<file path="config.mk">
export PLATFORM = sky130hd
export DESIGN_NAME = rlbc_ctrl
export DESIGN_NICKNAME = d
export VERILOG_FILES = /design/src/hw/rtl/rlbc_pkg.sv /design/src/hw/rtl/rlbc_ctrl.sv
export SDC_FILE = /design/constraint.sdc
export NUM_CORES = 1
export LEC_CHECK = 0
export ABC_AREA = 1
export BUFFER_PORTS_ARGS = -buffer_cell sky130_fd_sc_hd__buf_2
export CORE_AREA = 2 2 39 41
export CTS_CLUSTER_DIAMETER = 30
export CTS_CLUSTER_SIZE = 10
export DETAILED_ROUTE_END_ITERATION = 8
export DIE_AREA = 0 0 41 43
export PLACE_DENSITY_LB_ADDON = 0.12
export SYNTH_ARGS = -nofsm -noshare
export SYNTH_HDL_FRONTEND = slang
export SYNTH_SLANG_ARGS = --single-unit
</file>
<file path="constraint.sdc">
create_clock -name clk -period 1.55 [get_ports clk]
set_input_delay 0.0775 -clock clk [delete_from_list [all_inputs] [get_ports clk]]
set_output_delay 0.0775 -clock clk [all_outputs]
set_load 0.01 [all_outputs]
</file>
<file path="src/hw/rtl/rlbc_pkg.sv">
// shared types and codes for the buffer cache
package rlbc_pkg;

	typedef enum logic [2:0] {
		ST_HIT       = 3'd0,
		ST_MISS      = 3'd1,
		ST_EXHAUSTED = 3'd2,
		ST_RELEASED  = 3'd3,
		ST_BAD_REL   = 3'd4,
		ST_OVERFLOW  = 3'd5
	} status_t;

	localparam logic CMD_ACQUIRE = 1'b0;
	localparam logic CMD_RELEASE = 1'b1;

	typedef struct packed {
		logic        command;
		logic [31:0] file_id;
		logic [31:0] block_index;
		logic [5:0]  slot;
	} in_word_t;

	typedef struct packed {
		logic [2:0]  status;
		logic [5:0]  slot_out;
		logic [15:0] count_after;
		logic        evicted;
	} out_word_t;

	// controller to datapath
	typedef struct packed {
		logic load;     // capture input word
		logic search;   // step the tag search one slot
		logic fetch;    // read count and links of the target slot
		logic execute;  // apply the update and form the result
	} dp_cmd_t;

	// datapath to controller
	typedef struct packed {
		logic search_done;
	} dp_stat_t;

endpackage

</file>
<file path="src/hw/rtl/rlbc_ctrl.sv">
// request sequencer: load, search, fetch, execute, present result
module rlbc_ctrl (
	input  logic                clk,
	input  logic                arst_n,
	input  logic                in_valid,
	output logic                in_ready,
	output logic                out_valid,
	input  logic                out_ready,
	input  rlbc_pkg::dp_stat_t  stat,
	output rlbc_pkg::dp_cmd_t   cmd
);
	typedef enum logic [4:0] {
		S_IDLE   = 5'b00001,
		S_SEARCH = 5'b00010,
		S_FETCH  = 5'b00100,
		S_EXEC   = 5'b01000,
		S_OUT    = 5'b10000
	} state_t;

	state_t state_q;
	logic   in_fire;

	assign in_ready    = (state_q == S_IDLE);
	assign out_valid   = (state_q == S_OUT);
	assign in_fire     = in_valid && in_ready;
	assign cmd.load    = in_fire;
	assign cmd.search  = (state_q == S_SEARCH);
	assign cmd.fetch   = (state_q == S_FETCH);
	assign cmd.execute = (state_q == S_EXEC);

	always_ff @(posedge clk or negedge arst_n) begin
		if (!arst_n) begin
			state_q <= S_IDLE;
		end else begin
			case (state_q)
				S_IDLE:   if (in_fire) state_q <= S_SEARCH;
				S_SEARCH: if (stat.search_done) state_q <= S_FETCH;
				S_FETCH:  state_q <= S_EXEC;
				S_EXEC:   state_q <= S_OUT;
				S_OUT:    if (out_ready) state_q <= S_IDLE;
				default:  state_q <= S_IDLE;
			endcase
		end
	end

endmodule

</file>
==> results of run 1 <==
==> worst max-delay path by stage <==
| stage | slack [ps] | start | to |
|---|---|---|---|
| detailed placement | 380 | state_q[0] | state_q[0] |
| floorplan | 440 | state_q[0] | state_q[0] |
| CTS | 180 | state_q[0] | cmd[3] |
| global placement | 380 | state_q[0] | state_q[0] |
| finish | 200 | state_q[0] | cmd[3] |
| global route | 90 | state_q[3] | cmd[3] |
==> area by class of cell <==
type	count	area, µm²	share of cell area (%)
Sequential cell	5	126	29.4
Multi-Input combinational cell	26	155	36.2
Timing Repair Buffer	11	60.1	14.0
Clock buffer	4	26.3	6.12
Tap cell	16	20.0	4.66
Inverter	11	41.3	9.62
==> repair_timing <==
action / 4_1_cts / 5_1_grt
endpoints found under the hold margin: 5 / 0
hold buffers: 1 / 0
gates resized for setup: 0 / 0
==> cell families (layout without fill, tap and decap cells) <==
group | Yosys count | count (layout) | synth area share [%]
AO/OA/AOI/OAI | 3 | 3 | 6.44
AND/OR/NAND/NOR | 23 | 23 | 40.5
flip-flops | 5 | 5 | 38.3
buffers and inverters | 12 | 26 | 14.8
==> layer usage <==
| metal | global-route usage (%) | up-vias |
|---|---|---|
| met4 | 8.00 | 0 |
| met3 | 4.71 | 0 |
| li1 | - | 155 |
| met1 | 9.12 | 118 |
| met5 | 0 | - |
| met2 | 11.3 | 7 |
==> placed cells by master (no fill, tap or decap), drive strengths merged <==
| master | instances |
|---|---|
| inv | 11 |
| nor2 | 11 |
| buf | 10 |
| nand2 | 6 |
| nand3 | 4 |
| dfrtp | 4 |
| clkbuf | 4 |
| nor3 | 2 |
| o21ai | 2 |
| o21bai | 1 |
| dlygate4sd3 | 1 |
| dfstp | 1 |
==> synthesized netlist by cell type <==
cell,count
inv_2,4
nor2_1,7
dfrtp_1,4
nand2_1,4
nor3_1,1
nand3_1,4
dfstp_2,1
o21ai_0,1
o21bai_2,1
nor2_4,4
nand2_2,2
inv_1,7
buf_4,1
nor3_2,1
o21ai_1,1
==> power by group <==
group	total (mW)	switching, mW	internal, mW	leakage (nW)
Combinational	0.409	0.257	0.152	0.147
Clock	0.146	0.0486	0.0970	0.0150
Sequential	0.205	0.0252	0.180	0.0650
Total	0.759	0.330	0.429	0.227
==> critical path, stage by stage (launching register included) <==
cell     delay [ps]
dfstp_2         520
nand3_1         110
nor2_4          130
inv_2            70
nor2_1           80
buf_2           130
==> through the flow <==
step | instances | hold WS, ps | setup slack, ps | total power, mW
finish | 73 | 132 | 201 | 0.759
global route | 73 | 140 | 92.2 | 0.836
CTS | 73 | 127 | 176 | 0.777
detailed placement | 68 | -103 | 378 | 0.622
global placement | 68 | -102 | 377 | 0.627
floorplan | 43 | -218 | 442 | 0.540
==> results.toml, run 1 <==
[finish]
design_area_um2 = 429
top_register = "state_q"
drive_gt1_share_pct = 45.6
fin_util_pct = 31.0
area_growth_pct = 29.9
largest_reg_flops = 5
n_antenna_cell = 0
fillCellCount = 155
reg_top3 = "state_q (5)"
nNetsFinal = 63

[critical_path]
cp_data_arrival_time_ps = 1270
cp-end-kind = "output port"
r2r_cells = 6
reg2reg_setup_slack_ps = 380
critPathKind = "reg2out"
r2r_end = "state_q[0]"
critPathRequiredTime_ps = 1470
critPathLaunchType = "register"
r2r-start = "state_q[0]"
critPathMaxFanout = 3

[synthesis]
yosysTopAreaCell = "dfrtp_1"
syn_area_um2 = 330
netlist.area_leader.share_pct = 30.3
synth_area_leaders = "dfrtp_1 (30%), nor2_4 (14%), dfstp_2 (8.0%)"
yosysWarnings = 0
synth-seq-cells = 5
syn_nets = 48
ys_types = 15
synth.avg_cell_area_um2 = 7.68
yosysSeqAreaShare_pct = 38.3
synthCells = 43

[global_route]
grt_start_max_net_pins = 7
grt_pass1_vias = 252
global_route.usage.total_pct = 8.57
antenna_found_initial = 0
grt_overflow_total = 0
grt_pass1_wl_um = 938

[cts]
clock_latency_ps = 240
numCtsBuffers = 3
cts_tree = "done"
clk_path_buf_depth = 2
cts_num_sinks = 5
post_cts_buffers = 0
htreeDepth = 1
cts_root_buf = "clkbuf_4"
cts.clk_slew.worst_paths_ps = 40

[placed_design]
postPlaceCellArea_um2 = 393
io_buffers = 10
gp_congestion = 0.615
hpwl_um = 533

[hold_path]
hold-path-cell-count = 3
min-delay-path-class = "in2reg"
holdPathEnd = "state_q[1]"
hold_start = "in_valid"

[detailed_routing]
met2WireLength_um = 302
viasPerCell = 3.84
drt-met1-wl_um = 284
wl_met3_um = 37
vias = 280
totalWireLength_um = 625
top_layer = "met3"
drt_iter0_drc = 3
wl_per_cell_um = 8.56
drc = 0
firstDrtPassIters = 2
drtAntennaViolNets = 0

[sta]
maxSlewHeadroom_pct = 88.3
period_share_pct = 87.0
finalSetupViolCount = 0
tns_ps = 0
worst_pin_slew_ps = 175
rsz0062_at_grt = "no"
fmax_mhz = 741
finalCriticalPeriod_ps = 1350
fin_skew_ps = 0.494
finalHoldViolCount = 0
slew_viol_final = 0

[power]
leakagePower_nw = 0.227
p_per_area_nw_per_um2 = 1770
peakVddDrop_uv = 618

[floorplanning]
initial_core_util_pct = 23.9
dieArea_um2 = 1760
io_pins = 11
die_y_um = 43
rows = 14
dieWidth_um = 41
core_area_um2 = 1380

[status]
outcome = "complete, no violations"

[flow_run]
drv_cap = 0
No activity file was read; power rests on OpenSTA's default activity.
==> run 2: changes to the inputs <==
- ABC_AREA: 1 -> not set
==> run 2 against run 1 <==
Compared with the run above:
- clock skew is 2.1 ps higher
- flip-flop and latch count is the same
- worst setup slack lost 150 ps
- utilization grew 0.72 points
- sequential share of layout area down 0.10 points
- fmax is 9.8% lower
- routed wire length rose by 23%
- die area is the same
- final cell count shrank 14%
- first-iteration DRC count fell by 33%
- synthesized cell count shrank 33%
- combinational power is 47% lower
- critical endpoint is now cmd[2]
- largest power group is now registers
==> results.toml, run 2 <==
[finish]
drive_gt1_share_pct = 55.3
seq_area_um2 = 129
n_antenna_cell = 0
largest_reg_flops = 5
fin_util_pct = 31.7
nNetsFinal = 53
final_common_cell = "buf_2"
fillCellCount = 161
reg_top3 = "state_q (5)"
final_cell_mix = "buf_2 (10), nor2_1 (5), buf_4 (4), clkbuf_4 (3)"
top_register = "state_q"
area_growth_pct = 45.0
final_cells = 63
multi_input_area_um2 = 174

[placed_design]
io_buffers = 10
gp_congestion = 0.766
hpwl_um = 545
dp.cells = 54

[cts]
clock_latency_ps = 240
htreeDepth = 1
cts.clk_slew.worst_paths_ps = 50
cts_root_buf = "clkbuf_4"
cts_num_sinks = 5
numCtsBuffers = 3
cts_tree = "done"
clk_path_buf_depth = 2

[synthesis]
yosysWarnings = 0
synth_edf_count = 0
netlist.area_leader.share_pct = 33.1
synth_common_cells = "nor2_1 (5), dfrtp_1 (4), and3_2 (2)"
synth_area_leaders = "dfrtp_1 (33%), dfstp_2 (8.7%), nor2_1 (6.2%)"
postSynth.asyncResetShare_pct = 100
ys.flop_type = "dfrtp_1"
syn_area_um2 = 303
syn_nets = 34
synth-seq-cells = 5
synth.avg_cell_area_um2 = 10.4
yosysMostFrequentCell = "nor2_1"
yosysTopAreaCell = "dfrtp_1"
ys_types = 21
synthCells = 29
yosysSeqAreaShare_pct = 41.7

[power]
pwr-share-seq_pct = 38.6
p_sw_share_pct = 36.7
p_per_area_nw_per_um2 = 1380
leakagePower_nw = 0.204
clkPwrFrac_pct = 25.5
power.switching_uw = 222
power.internal_uw = 383
peakVddDrop_uv = 264
total_power_uw = 605
pwr-share-comb_pct = 35.9

[hold_path]
hold-path-cell-count = 2
min-delay-path-class = "in2reg"

[critical_path]
slowest_delay_ps = 420
slowest_stage = "dfrtp_2"
reg2reg_setup_slack_ps = 130
critPathMaxFanout = 4
critPathLaunchType = "register"
critPathKind = "reg2out"
critPathRequiredTime_ps = 1470
r2r_cells = 3
critical_path.cell_chain = "or3_4 > nor3b_4 > buf_2"
cp-end-kind = "output port"
cp_data_arrival_time_ps = 1420

[sta]
period_share_pct = 96.4
finalHoldViolCount = 0
fin_skew_ps = 2.62
rsz0062_at_grt = "yes"
slew_viol_final = 0
fmax_mhz = 669
maxSlewHeadroom_pct = 82.3
finalSetupViolCount = 0
worst_pin_slew_ps = 265
finalCriticalPeriod_ps = 1490

[status]
outcome = "complete, no violations"

[floorplanning]
dieArea_um2 = 1760
rows = 14
initial_core_util_pct = 21.9
io_pins = 11
die_y_um = 43
core_area_um2 = 1380
dieWidth_um = 41

[global_route]
grt_start_max_net_pins = 8
global_route.usage.total_pct = 9.79
grt_overflow_total = 0
antenna_found_initial = 0
grt_pass1_vias = 290
grt_pass1_wl_um = 1160

[detailed_routing]
wl_per_cell_um = 12.2
drc = 0
viasPerCell = 4.51
totalWireLength_um = 770
firstDrtPassIters = 4
drtAntennaViolNets = 0
vias = 284
drt_iter0_drc = 2

[flow_run]
drv_cap = 0
==> run 2: through the flow <==
step	cell area, µm²	hold slack [ps]	setup TNS (ps)	setup WS (ps)
floorplan	303	-218	0	255
detailed placement	365	-103	0	203
finish	439	85.8	0	55.3
global route	439	103	-13.9	-13.9
CTS	424	85.1	0	5.52
global placement	365	-98.0	0	200
==> run 2: path summary, 6_finish.rpt <==
check	startpoint	end
worst min register to register	state_q[2]	state_q[4]
min in group asynchronous	arst_n	state_q[4]
max in group asynchronous	arst_n	state_q[0]
worst max-delay path	state_q[3]	cmd[2]
worst min-delay path	stat	state_q[2]
worst max register to register	state_q[3]	state_q[4]
==> run 2: cell families (layout without fill, tap and decap cells) <==
group | Yosys count | after routing | synth area share [%]
XOR/XNOR | 1 | 1 | 2.89
flip-flops | 5 | 5 | 41.7
AO/OA/AOI/OAI | 4 | 4 | 10.7
AND/OR/NAND/NOR | 18 | 18 | 42.2
buffers and inverters | 1 | 19 | 2.48
==> run 2: critical path: cells and delay by family (launching register included) <==
kind | cells | cell delay [ps]
buf+inv | 1 | 150
flops | 1 | 420
simple gates | 2 | 600
==> run 2: area by class of cell <==
class,instances,area share (%)
Multi-Input combinational cell,23,39.6
Timing Repair Buffer,15,20.5
Clock buffer,4,5.98
Tap cell,16,4.56
Sequential cell,5,29.3
==> run 2: routing by layer <==
metal	GRT usage, %	vias to the layer above	share of wire [%]	wire length [µm]
met3	0	0	5.7	44
met2	13.8	8	49	377
met5	0	-	0	0
met4	8.00	0	0	0
met1	13.4	135	45	349
li1	-	141	-	-
==> run 2: power by group through the flow <==
stage               Clock, mW  Combinational [mW]  Sequential, mW
global route            0.162               0.241           0.240
global placement            0               0.186           0.238
finish                  0.154               0.217           0.233
detailed placement          0               0.187           0.239
CTS                     0.158               0.217           0.235
floorplan                   0               0.139           0.220
==> run 2: timing repair <==
action | CTS | global route
buffers inserted | 2 | 2
resized for setup | 3 | 0
pin swaps | 2 | 1
endpoints found under the hold margin | 5 | 0
setup endpoints to repair | 2 | 2
hold buffers | 1 | 0
cloned | 0 | 0
